File: src/rtl/core/uer_pkg.sv
package uer_pkg;

  localparam int unsigned CfgDataW   = 20;
  localparam int unsigned CfgIndexW  = 3;
  localparam int unsigned TrigW      = 10;
  localparam int unsigned TimeoutW   = 16;
  localparam int unsigned PeriodW    = 20;
  localparam int unsigned DistW      = 19;
  localparam int unsigned ProdW      = 25;
  localparam int unsigned DistShift  = 6;

  localparam logic [ProdW-1:0] DistScale = 25'd281;

  localparam logic [CfgIndexW-1:0] RegTriggerTicks  = 3'd0;
  localparam logic [CfgIndexW-1:0] RegEchoTimeout   = 3'd1;
  localparam logic [CfgIndexW-1:0] RegPeriodTicks   = 3'd2;
  localparam logic [CfgIndexW-1:0] RegFailsafeLimit = 3'd3;
  localparam logic [CfgIndexW-1:0] RegPublishLimit  = 3'd4;

  typedef struct packed {
    logic echo_level;
    logic stop_request;
  } in_item_t;

  typedef struct packed {
    logic             trigger_out;
    logic             measure_done;
    logic             timed_out;
    logic [DistW-1:0] distance_q8;
    logic             publish;
    logic             failsafe;
  } out_item_t;

  typedef struct packed {
    logic [TrigW-1:0]    trigger_ticks;
    logic [TimeoutW-1:0] echo_timeout_ticks;
    logic [PeriodW-1:0]  period_ticks;
    logic [DistW-1:0]    failsafe_limit_q8;
    logic [DistW-1:0]    publish_limit_q8;
  } cfg_t;

  typedef enum logic [3:0] {
    PH_IDLE = 4'b0001,
    PH_TRIG = 4'b0010,
    PH_RISE = 4'b0100,
    PH_HIGH = 4'b1000
  } phase_t;

endpackage

File: src/rtl/core/uer_cfg_regs.sv
module uer_cfg_regs (
  input  logic                          clk,
  input  logic                          rst_n,
  input  logic                          cfg_we,
  input  logic [uer_pkg::CfgIndexW-1:0] cfg_index,
  input  logic [uer_pkg::CfgDataW-1:0]  cfg_wdata,
  output uer_pkg::cfg_t                 cfg
);

  uer_pkg::cfg_t cfg_r;
  uer_pkg::cfg_t cfg_nxt;

  always_comb begin
    cfg_nxt = cfg_r;
    if (cfg_we) begin
      unique case (cfg_index)
        uer_pkg::RegTriggerTicks:
          cfg_nxt.trigger_ticks = cfg_wdata[uer_pkg::TrigW-1:0];
        uer_pkg::RegEchoTimeout:
          cfg_nxt.echo_timeout_ticks = cfg_wdata[uer_pkg::TimeoutW-1:0];
        uer_pkg::RegPeriodTicks:
          cfg_nxt.period_ticks = cfg_wdata[uer_pkg::PeriodW-1:0];
        uer_pkg::RegFailsafeLimit:
          cfg_nxt.failsafe_limit_q8 = cfg_wdata[uer_pkg::DistW-1:0];
        uer_pkg::RegPublishLimit:
          cfg_nxt.publish_limit_q8 = cfg_wdata[uer_pkg::DistW-1:0];
        default: ;
      endcase
    end
  end

  always_ff @(posedge clk) begin
    if (!rst_n) begin
      cfg_r.trigger_ticks      <= 10'd10;
      cfg_r.echo_timeout_ticks <= 16'd30000;
      cfg_r.period_ticks       <= 20'd33333;
      cfg_r.failsafe_limit_q8  <= 19'd128000;
      cfg_r.publish_limit_q8   <= 19'd25600;
    end else begin
      cfg_r <= cfg_nxt;
    end
  end

  assign cfg = cfg_r;

endmodule

File: src/rtl/core/uer_core.sv
module uer_core (
  input  logic               clk,
  input  logic               rst_n,
  input  logic               step,
  input  uer_pkg::in_item_t  item,
  input  uer_pkg::cfg_t      cfg,
  output uer_pkg::out_item_t result
);

  uer_pkg::phase_t                phase_r, phase_nxt;
  logic [uer_pkg::PeriodW-1:0]    period_count_r, period_count_nxt;
  logic [uer_pkg::TimeoutW-1:0]   phase_count_r, phase_count_nxt;
  logic                           start_pending_r, start_pending_nxt;
  logic [uer_pkg::DistW-1:0]      last_distance_r, last_distance_nxt;
  logic                           failsafe_r, failsafe_nxt;

  logic [uer_pkg::PeriodW-1:0]    per_m1;
  logic [uer_pkg::TrigW-1:0]      trig_len;
  logic                           wrap;
  logic                           pending_a;
  logic                           start;
  uer_pkg::phase_t                ph;
  logic [uer_pkg::TimeoutW-1:0]   cnt;
  logic [uer_pkg::ProdW-1:0]      prod;
  logic [uer_pkg::DistW-1:0]      dist_q8;
  logic                           trig_out, done, tout, pub;

  assign per_m1   = (cfg.period_ticks == '0) ? '0 : cfg.period_ticks - 1'b1;
  assign trig_len = (cfg.trigger_ticks == '0) ? uer_pkg::TrigW'(1) : cfg.trigger_ticks;
  assign wrap      = (period_count_r >= per_m1);
  assign pending_a = wrap | start_pending_r;
  assign start     = (phase_r == uer_pkg::PH_IDLE) && pending_a && !item.stop_request;
  assign ph        = start ? uer_pkg::PH_TRIG : phase_r;
  assign cnt       = start ? '0 : phase_count_r;

  // pulse width to 1/256 cm; 16-bit width never exceeds the 19-bit range
  assign prod = {{(uer_pkg::ProdW-uer_pkg::TimeoutW){1'b0}}, phase_count_r} * uer_pkg::DistScale;
  assign dist_q8 = prod[uer_pkg::DistShift +: uer_pkg::DistW];

  always_comb begin
    period_count_nxt  = wrap ? '0 : period_count_r + 1'b1;
    start_pending_nxt = start ? 1'b0 : pending_a;
    phase_nxt         = ph;
    phase_count_nxt   = cnt;
    last_distance_nxt = last_distance_r;
    failsafe_nxt      = failsafe_r;
    trig_out          = 1'b0;
    done              = 1'b0;
    tout              = 1'b0;
    pub               = 1'b0;
    unique case (ph)
      uer_pkg::PH_IDLE: ;
      uer_pkg::PH_TRIG: begin
        trig_out        = 1'b1;
        phase_count_nxt = cnt + 1'b1;
        if (phase_count_nxt >= {{(uer_pkg::TimeoutW-uer_pkg::TrigW){1'b0}}, trig_len}) begin
          phase_nxt       = uer_pkg::PH_RISE;
          phase_count_nxt = '0;
        end
      end
      uer_pkg::PH_RISE: begin
        if (item.echo_level) begin
          phase_nxt       = uer_pkg::PH_HIGH;
          phase_count_nxt = uer_pkg::TimeoutW'(1);
        end else if (cnt >= cfg.echo_timeout_ticks) begin
          done = 1'b1;
          tout = 1'b1;
        end else begin
          phase_count_nxt = cnt + 1'b1;
        end
      end
      uer_pkg::PH_HIGH: begin
        if (!item.echo_level) begin
          last_distance_nxt = dist_q8;
          if (dist_q8 > cfg.failsafe_limit_q8) failsafe_nxt = 1'b1;
          pub  = (dist_q8 <= cfg.publish_limit_q8);
          done = 1'b1;
        end else if (cnt >= cfg.echo_timeout_ticks) begin
          done = 1'b1;
          tout = 1'b1;
        end else begin
          phase_count_nxt = cnt + 1'b1;
        end
      end
      default: ;
    endcase
    if (done) begin
      if (tout) failsafe_nxt = 1'b1;
      phase_nxt       = uer_pkg::PH_IDLE;
      phase_count_nxt = '0;
    end
  end

  always_ff @(posedge clk) begin
    if (!rst_n) begin
      phase_r         <= uer_pkg::PH_IDLE;
      period_count_r  <= '0;
      phase_count_r   <= '0;
      start_pending_r <= 1'b1;
      last_distance_r <= '0;
      failsafe_r      <= 1'b0;
    end else if (step) begin
      phase_r         <= phase_nxt;
      period_count_r  <= period_count_nxt;
      phase_count_r   <= phase_count_nxt;
      start_pending_r <= start_pending_nxt;
      last_distance_r <= last_distance_nxt;
      failsafe_r      <= failsafe_nxt;
    end
  end

  always_comb begin
    result.trigger_out  = trig_out;
    result.measure_done = done;
    result.timed_out    = tout;
    result.distance_q8  = last_distance_nxt;
    result.publish      = pub;
    result.failsafe     = failsafe_nxt;
  end

endmodule

File: src/rtl/core/uer_out_queue.sv
module uer_out_queue (
  input  logic               clk,
  input  logic               rst_n,
  input  logic               push,
  input  uer_pkg::out_item_t push_data,
  output logic               full,
  output logic               out_valid,
  input  logic               out_stall,
  output uer_pkg::out_item_t out_data
);

  uer_pkg::out_item_t mem [0:1];
  logic       wr_ptr_r, wr_ptr_nxt;
  logic       rd_ptr_r, rd_ptr_nxt;
  logic [1:0] count_r, count_nxt;
  logic       pop;

  assign pop       = out_valid && !out_stall;
  assign full      = (count_r == 2'd2);
  assign out_valid = (count_r != 2'd0);
  assign out_data  = mem[rd_ptr_r];

  always_comb begin
    wr_ptr_nxt = push ? ~wr_ptr_r : wr_ptr_r;
    rd_ptr_nxt = pop ? ~rd_ptr_r : rd_ptr_r;
    count_nxt  = count_r + {1'b0, push} - {1'b0, pop};
  end

  always_ff @(posedge clk) begin
    if (push) mem[wr_ptr_r] <= push_data;
  end

  always_ff @(posedge clk) begin
    if (!rst_n) begin
      wr_ptr_r <= 1'b0;
      rd_ptr_r <= 1'b0;
      count_r  <= 2'd0;
    end else begin
      wr_ptr_r <= wr_ptr_nxt;
      rd_ptr_r <= rd_ptr_nxt;
      count_r  <= count_nxt;
    end
  end

endmodule

File: src/rtl/core/ultrasonic_echo_ranger_top.sv
// input beats are registered, then stepped into the result queue, which sets out_valid
// one beat per cycle if the queue has room; the tick step is a single registered pass
// a two-entry result queue lets input beats keep flowing while a result waits
// reset (rst_n low, synchronous): idle, counters zero, start pending, flags clear
// configuration returns to its default values on reset
module ultrasonic_echo_ranger_top (
  input  logic                          clk,
  input  logic                          rst_n,
  input  logic                          in_valid,
  output logic                          in_stall,
  input  uer_pkg::in_item_t             in_data,
  output logic                          out_valid,
  input  logic                          out_stall,
  output uer_pkg::out_item_t            out_data,
  input  logic                          cfg_we,
  input  logic [uer_pkg::CfgIndexW-1:0] cfg_index,
  input  logic [uer_pkg::CfgDataW-1:0]  cfg_wdata
);

  logic               in_valid_r, in_valid_nxt;
  uer_pkg::in_item_t  in_item_r;
  logic               q_full;
  logic               advance;
  logic               accept;
  uer_pkg::cfg_t      cfg;
  uer_pkg::out_item_t result;

  assign advance  = in_valid_r && !q_full;
  assign in_stall = in_valid_r && q_full;
  assign accept   = in_valid && !in_stall;
  assign in_valid_nxt = accept || (in_valid_r && !advance);

  always_ff @(posedge clk) begin
    if (!rst_n) begin
      in_valid_r <= 1'b0;
    end else begin
      in_valid_r <= in_valid_nxt;
    end
  end

  always_ff @(posedge clk) begin
    if (accept) in_item_r <= in_data;
  end

  uer_cfg_regs u_cfg (
    .clk       (clk),
    .rst_n     (rst_n),
    .cfg_we    (cfg_we),
    .cfg_index (cfg_index),
    .cfg_wdata (cfg_wdata),
    .cfg       (cfg)
  );

  uer_core u_core (
    .clk    (clk),
    .rst_n  (rst_n),
    .step   (advance),
    .item   (in_item_r),
    .cfg    (cfg),
    .result (result)
  );

  uer_out_queue u_queue (
    .clk       (clk),
    .rst_n     (rst_n),
    .push      (advance),
    .push_data (result),
    .full      (q_full),
    .out_valid (out_valid),
    .out_stall (out_stall),
    .out_data  (out_data)
  );

endmodule

File: config.mk
export PLATFORM = sky130hd
export DESIGN_NAME = ultrasonic_echo_ranger_top
export DESIGN_NICKNAME = d
export VERILOG_FILES = /design/src/rtl/core/uer_pkg.sv /design/src/rtl/core/uer_cfg_regs.sv /design/src/rtl/core/uer_core.sv /design/src/rtl/core/uer_out_queue.sv /design/src/rtl/core/ultrasonic_echo_ranger_top.sv
export SDC_FILE = /design/constraint.sdc
export NUM_CORES = 1
export LEC_CHECK = 0
export BUFFER_PORTS_ARGS = -buffer_cell sky130_fd_sc_hd__buf_2
export CAP_MARGIN = 30
export CORE_ASPECT_RATIO = 1.75
export CORE_MARGIN = 4
export CORE_UTILIZATION = 30
export DETAILED_ROUTE_END_ITERATION = 12
export SLEW_MARGIN = 25
export SYNTH_ARGS = -nofsm -noshare
export SYNTH_HDL_FRONTEND = slang
export SYNTH_HIERARCHICAL = 1
export SYNTH_SLANG_ARGS = --single-unit
File: constraint.sdc
create_clock -name clk -period 6.8 [get_ports clk]
set_input_delay 0.34 -clock clk [delete_from_list [all_inputs] [get_ports clk]]
set_output_delay 0.34 -clock clk [all_outputs]
set_load 0.01 [all_outputs]
Word level (Yosys, flattened, before mapping). Memories as Yosys holds them, arrays and structs flattened. A register that Yosys moved wholly into a read port is not among the register bits. Cells that the tools add are included. W data, S select, Z words.

Bits in writable memories: 48. Output and inout port bits: 26. Register bits: 152. Input bits: 30. Word-level logic and storage cells: 99. Memories kept: 1.

$lt $le $gt $ge: 5. Multiply operators: 1. Muxes and demuxes: 36. Reductions and logical operators: 22. $add $sub $neg: 5. Equal/unequal tests: 9. Bitwise operators: 3.

Memory list: u_queue.mem (words 2, width 24, read ports 1, clocked after memory_dff 1, wr ports 1, line uer_out_queue.sv:12) `uer_pkg::out_item_t mem [0:1];`.

Operators by type and width (count): $mux W16 (6); $pmux W16 S3 (1); $mux W20 (2); $mux W19 (2); $mul A16 B9 Y25 const B (1); $add A20 B1 Y20 const B (1); $ge A20 B20 Y1 (1); $logic_not A20 Y1 (1); $sub A20 B1 Y20 const B (1); $gt A19 B19 Y1 (1); $le A19 B19 Y1 (1); $mux W1 (17); $add A16 B1 Y16 const B (1); $ge A16 B10 Y1 (1); $ge A16 B16 Y1 (1); $mux W4 (4); $logic_not A10 Y1 (1); $mux W10 (1); $reduce_and A2 Y1 (5); $pmux W4 S2 (1); $logic_and A1 B1 Y1 (7); $eq A3 B2 Y1 const B (2); $logic_not A1 Y1 (5); $eq A4 B1 Y1 const B (1); other kinds (14) (16).

Depth between registers and ports, before layout.
Depth in word-level cells: 13. Depth in mapped cells: 30. Depth with buffers taken out: 27.

Hierarchy. The synthesis kept the hierarchy.

By module, submodules not included: uer_core (sequential area each 1221.2 um^2, cells an instance 1072, instances 1, area an instance 8194.1 um^2); uer_cfg_regs (sequential area each 1681.6 um^2, cells an instance 317, instances 1, area an instance 3270.6 um^2); uer_out_queue (sequential area each 1541.5 um^2, cells an instance 98, instances 1, area an instance 2084.5 um^2); ultrasonic_echo_ranger_top (sequential area each 80.1 um^2, cells an instance 7, instances 1, area an instance 110.1 um^2).

Worst setup path before layout. OpenSTA, ideal clock, no wires.

Path kind: reg-to-reg. Start: register u_core/phase_count_r[9] (netlist bit). End: memory u_queue/mem[0][0] (netlist bit), data pin. Data arrival time: 5.423 ns. Library setup time: 0.252 ns. Setup slack: 1.125 ns. Path buffers: 1. Cell stages (with the launch flop): 22. Period minus slack after synthesis: 5.675 ns. Required time: 6.548 ns. Path through: dfxtp_1 -> ha_1 -> ha_1 -> inv_1 -> fa_1 -> inv_1 -> fa_1 -> ha_1 -> a2111o_1 -> o21ai_2 -> a21oi_2 -> o311a_1 -> o2111a_2 -> nor4_1 -> nor2_1 -> ha_1 -> a21o_1 -> a21oi_1 -> o2111a_1 -> a21oi_1 -> or3_1 -> buf_4.

Cells in the longest elaborated chain, start to end: 7. Elaborated cells between the ends (all ways): 15. Those cells by class: 1 x mul; 2 x order compare; 12 x mux.

Ends and longest elaborated chain: start: declaration (line uer_core.sv:12) `logic [uer_pkg::TimeoutW-1:0] phase_count_r, phase_count_nxt;`; start signal: assignment (line uer_core.sv:105) `phase_count_r <= phase_count_nxt;`; $mul A16 B9 Y25 or $mux W16 (tied branches) (line uer_core.sv:37, uer_core.sv:34); $gt A19 B19 Y1 or $ge A16 B16 Y1 (tied branches) (line uer_core.sv:75, uer_core.sv:65, uer_core.sv:78); $mux W1, on equally long branches (line uer_core.sv:75, uer_core.sv:65, uer_core.sv:78); $mux W1, on equally long branches (line uer_core.sv:73, uer_core.sv:62); $mux W1 or $pmux W1 S2 (tied branches) (line uer_core.sv:51) `unique case (ph)`; $mux W1 (line uer_core.sv:88) `if (tout) failsafe_nxt = 1'b1;`; $mux W1 (*) (line uer_core.sv:87) `if (done) begin`; named net u_core.failsafe_nxt (line uer_core.sv:15) `logic failsafe_r, failsafe_nxt;`; end: declaration (line uer_out_queue.sv:12).

The timed path passes the listed nets; every way through them passes the cells marked *.

Final worst setup path.
Start: register u_cfg.cfg_r (netlist bit u_cfg/cfg[46]). End: register u_core/phase_count_r[8] (netlist bit).

Cells in the longest elaborated chain, start to end: 12. Elaborated cells between the ends (all ways): 25. Those cells by class: 2 x add/sub; 3 x order compare; 3 x eq/ne; 13 x mux; 1 x bitwise; 3 x reduce/logical.

Ends and longest elaborated chain: start: declaration (line uer_cfg_regs.sv:10) `uer_pkg::cfg_t cfg_r;`; start signal: assignment (line uer_cfg_regs.sv:40) `cfg_r <= cfg_nxt;`; $sub A20 B1 Y20 or $logic_not A20 Y1 (tied branches) (line uer_core.sv:28) `assign per_m1 = (cfg.period_ticks == '0) ? '0 : cfg.period_ticks - 1'b1;`; $mux W20 (*) (line uer_core.sv:28); $ge A20 B20 Y1 (*) (line uer_core.sv:30) `assign wrap = (period_count_r >= per_m1);`; $or A1 B1 Y1 (*) (line uer_core.sv:31) `assign pending_a = wrap | start_pending_r;`; $logic_and A1 B1 Y1 (*) (2 in a row) (line uer_core.sv:32) `assign start = (phase_r == uer_pkg::PH_IDLE) && pending_a && !item.stop_request;`; $mux W16 (line uer_core.sv:34) `assign cnt = start ? '0 : phase_count_r;`; $add A16 B1 Y16 or $ge A16 B16 Y1 (tied branches); $ge A16 B10 Y1, or another cell as far along (line uer_core.sv:56) `if (phase_count_nxt >= {{(uer_pkg::TimeoutW-uer_pkg::TrigW){1'b0}}, trig_len}) begin`; $mux W16, or another cell as far along (line uer_core.sv:56); $pmux W16 S3 or $pmux W1 S2 (tied branches) (line uer_core.sv:51); $mux W16 (*) (line uer_core.sv:87).

Every way passes the cells marked *; elsewhere a longest branch is shown, timed or not. A chain may end at the register's enable or synchronous reset.

==> key figures <==
Drt
  – Routed via count: 10800
  – Antenna violation net count after detailed routing: 0
  – DRT iter0 DRCs: 545
  – Total routed wirelength: 38100 um
  – Avg WL per Cell: 17.9 um
  – Number of detailed-route iterations in the first pass: 5
  – Remaining routing DRC violations: 0
  – Via-to-Cell Ratio: 5.05

Power
  – Peak supply drop: 175 uV
  – Leakage: 7.04 nW
  – P per Cell Area: 195 nW/um^2
  – Overall Power: 2.97 mW

Timing
  – Clock skew: 0.0268 ns
  – RSZ-0062 raised after global routing: false
  – Max-slew violation count: 0
  – Portion of the clock cycle consumed by the worst path in the final layout: 0.960
  – Worst rel slew slack: 0.330
  – Transition time at the pin with the least slew margin: 1.00 ns
  – Final hold violation count: 0
  – Final critical delay including setup and external delays: 6.53 ns
  – Hold_ws: 0.0351 ns
  – Setup TNS: 0 ns
  – Timing-limited maximum frequency: 153 MHz
  – Setup-failing EPs final: 0

Min path
  – Worst min-delay path category: in -> reg

Floorplan
  – Total number of placement rows: 103
  – Overall die height: 290 um
  – Die X-Extent: 169 um
  – Die area: 49100 um^2
  – Count of pins on the block boundary: 56
  – Placeable core region: 45100 um^2
  – Initial core utilization: 0.303

Clock tree
  – Maximum buffer depth of the clock tree: 3
  – H-Tree Depth: 1
  – TritonCTS buffer count: 20
  – Root Buffer Master: sky130_fd_sc_hd__clkbuf_16
  – Number of clock sinks seen by CTS: 201
  – CTS tree: yes
  – Clock transition at the registers of the reported paths: 0.06 ns
  – Count of hold buffers inserted by post-cts repair: 0
  – Post-CTS Setup Inserts: 0
  – Clock insertion delay at the later pin of the skew report: 0.53 ns

Critical path
  – Crit path DAT: 6.91 ns
  – Worst setup path class: reg -> reg
  – Max FO, Critical Path: 13
  – Category of the worst setup path launch point: flip-flop
  – Type of destination of the critical path: flip-flop
  – CP required: 7.19 ns

Layout
  – P&R area growth vs syn: 11.8%
  – Area taken by multi-input logic gates: 8260 um^2
  – Antenna diode instance count: 0
  – Nets: 1750
  – # fillers: 4575
  – Area of all sequential standard cells: 4520 um^2
  – Fraction of the core area covered by cells at the end of the flow: 0.339
  – Fraction of final layout cells with drive strength greater than 1: 0.116
  – Final cell count without fillers: 2131

Synth
  – Largest cells by area after synthesis: sky130_fd_sc_hd__dfxtp_1, sky130_fd_sc_hd__ha_1, sky130_fd_sc_hd__edfxtp_1
  – Mapped Area: 13700 um^2
  – Number of cells produced by synthesis: 1494
  – Most used DFF post-synth: sky130_fd_sc_hd__dfxtp_1
  – Net Count, Synth: 1703
  – Synth warnings: 6
  – Mean instance size in the synthesized netlist: 9.14 um^2
  – Fraction of synthesis flops using an asynchronous set or reset pin: 0
  – Distinct cell type count of the synthesized netlist: 82
  – List of most frequent post-synthesis cells: sky130_fd_sc_hd__nand2_1, sky130_fd_sc_hd__ha_1, sky130_fd_sc_hd__inv_1, sky130_fd_sc_hd__dfxtp_1, sky130_fd_sc_hd__mux2i_1
  – Library cell with the highest instance count after synthesis: sky130_fd_sc_hd__nand2_1
  – Cell type with the largest total area after synthesis: sky130_fd_sc_hd__dfxtp_1
  – Share of the yosys chip area belonging to registers: 0.331
  – Fraction of post-synthesis cell area in the top cell type by area: 0.221
  – Number of flops mapped to enable cells by yosys: 50
  – Total of flip-flops plus latches after synthesis: 201

GRT
  – Wire length of the first global-routing pass: 59700 um
  – GRT overflow: 0
  – Total global routing track utilization: 0.151
  – Number of global-route vias before repair: 11000
  – Initial antenna violation count: 0
  – Maximum number of pins on one net before global-route repair: 79

Placement
  – Cell count after placement: 2095
  – Count of port buffers added during placement: 55
  – Routability congestion estimate from global placement: 0.980
  – Half-perimeter wire length after placement: 29800 um

Run
  – Maxcap violations: 0

Outcome
  – Outcome: finished, final reports clean
worst max-delay path, cell delays in order (launching register included):
cell and delay, ns:
sky130_fd_sc_hd__dfxtp_1 0.34, sky130_fd_sc_hd__or4_1 0.57, sky130_fd_sc_hd__or3_1 0.42, sky130_fd_sc_hd__nand2b_1 0.20, sky130_fd_sc_hd__nor4_1 0.26, sky130_fd_sc_hd__nand2_1 0.10
sky130_fd_sc_hd__mux2_2 0.27, sky130_fd_sc_hd__ha_1 0.31, sky130_fd_sc_hd__and4_1 0.22, sky130_fd_sc_hd__a221o_1 0.36, sky130_fd_sc_hd__nor2_1 0.20, sky130_fd_sc_hd__a21o_1 0.21
sky130_fd_sc_hd__buf_4 0.17, sky130_fd_sc_hd__and2_1 0.25, sky130_fd_sc_hd__ha_1 0.36, sky130_fd_sc_hd__nand3_1 0.11, sky130_fd_sc_hd__nor2_1 0.10, sky130_fd_sc_hd__buf_4 0.15
sky130_fd_sc_hd__nand2_1 0.06, sky130_fd_sc_hd__xor2_1 0.14, sky130_fd_sc_hd__nor2_1 0.16, sky130_fd_sc_hd__ha_1 0.25, sky130_fd_sc_hd__o21ai_0 0.16, sky130_fd_sc_hd__a31oi_1 0.11
sky130_fd_sc_hd__o21ba_4 0.39, sky130_fd_sc_hd__o211ai_1 0.14, sky130_fd_sc_hd__a21oi_1 0.34
cell type report:
cell class                 count  share of cell area
clock inverter                10             0.00762
tap                          577              0.0473
sequential                   201               0.296
clock buffer                  25              0.0360
multi-input combinational   1076               0.541
inverter                     156              0.0383
timing repair buffer          86              0.0337
repair_timing:
item / in CTS / in global routing
endpoints found under the hold margin: 0 / 0
gates resized for setup: 0 / 3
endpoints found under the setup margin: 0 / 5
routing by layer:
layer,part of all wire,GRT usage,up-vias
met5,0,0,-
met4,0.061,0.0867,0
met3,0.032,0.0159,121
met2,0.54,0.289,278
met1,0.36,0.157,5100
li1,-,-,5260
per-stage QoR:
| stage | setup WS (ns) | instance area (um^2) |
|---|---|---|
| 5_1_grt | 0.0101 | 15300 |
| 6_report | 0.272 | 15300 |
| 2_1_floorplan | 1.13 | 13700 |
| 3_5_place_dp | 0.334 | 14600 |
| 4_1_cts | 0.305 | 15300 |
| 3_3_place_gp | 0.359 | 14600 |
state kept, by name, summed over array words and instances (netlist names), named ones only:
signal	cells
u_queue/rd_ptr_r	1
in_item_r	2
u_queue/count_r	2
u_core/phase_r	4
u_core/phase_count_r	16
in_valid_r	1
u_core/start_pending_r	1
u_core/failsafe_r	1
u_cfg/cfg	84
u_queue/mem	48
u_core/last_distance_r	19
u_queue/wr_ptr_r	1
u_core/period_count_r	20
power breakdown:
group | leakage, nW | internal [mW] | total, mW | switching, mW
logic | 5.02 | 0.220 | 0.516 | 0.296
registers | 1.69 | 1.28 | 1.32 | 0.0350
clock network | 0.327 | 0.652 | 1.14 | 0.489
cell usage in the layout (no fill, tap or decap), types with 11 or more instances in the layout:
cell type and instances:
sky130_fd_sc_hd__o21ai_0 43, sky130_fd_sc_hd__mux2_2 14, sky130_fd_sc_hd__nand3_1 35, sky130_fd_sc_hd__xor2_1 30
sky130_fd_sc_hd__a31oi_1 13, sky130_fd_sc_hd__buf_2 54, sky130_fd_sc_hd__a21o_1 14, sky130_fd_sc_hd__a21oi_1 57
sky130_fd_sc_hd__nor2_1 86, sky130_fd_sc_hd__o21a_1 16, sky130_fd_sc_hd__clkbuf_16 20, sky130_fd_sc_hd__ha_1 156
sky130_fd_sc_hd__o211ai_1 11, sky130_fd_sc_hd__and3_1 14, sky130_fd_sc_hd__nor3_1 16, sky130_fd_sc_hd__fa_1 23
sky130_fd_sc_hd__and2_1 18, sky130_fd_sc_hd__edfxtp_1 50, sky130_fd_sc_hd__mux2_4 21, sky130_fd_sc_hd__mux2i_1 94
sky130_fd_sc_hd__xnor2_1 21, sky130_fd_sc_hd__dfxtp_1 151, sky130_fd_sc_hd__inv_1 156, sky130_fd_sc_hd__nor2b_1 54
sky130_fd_sc_hd__buf_4 30, sky130_fd_sc_hd__nand4_1 20, sky130_fd_sc_hd__nand2_1 186
kinds of logic (layout without fill, tap and decap cells):
logic type | count (synthesis) | in the layout | synth area share
mux | 129 | 129 | 0.104
xor+xnor | 52 | 52 | 0.0344
simple gates | 494 | 494 | 0.179
buf+inv | 217 | 277 | 0.0663
compound gates | 222 | 222 | 0.109
fa+ha+maj | 179 | 179 | 0.177
flops | 201 | 201 | 0.331
worst paths after layout:
kind	startpoint	end	slack, ns	depth (start not counted)
worst min-delay path	in_valid	in_valid_r$_SDFF_PN0_	0.04	2
worst min register to register	u_core/last_distance_r[18]$_SDFFE_PN0P_	u_core/last_distance_r[18]$_SDFFE_PN0P_	0.46	2
worst max register to register	u_cfg/cfg[46]$_SDFFE_PN0P_	u_core/phase_count_r[8]$_SDFFE_PN0P_	0.27	26
worst max-delay path	u_cfg/cfg[46]$_SDFFE_PN0P_	u_core/phase_count_r[8]$_SDFFE_PN0P_	0.27	26
(Power assumes the default switching activity.)
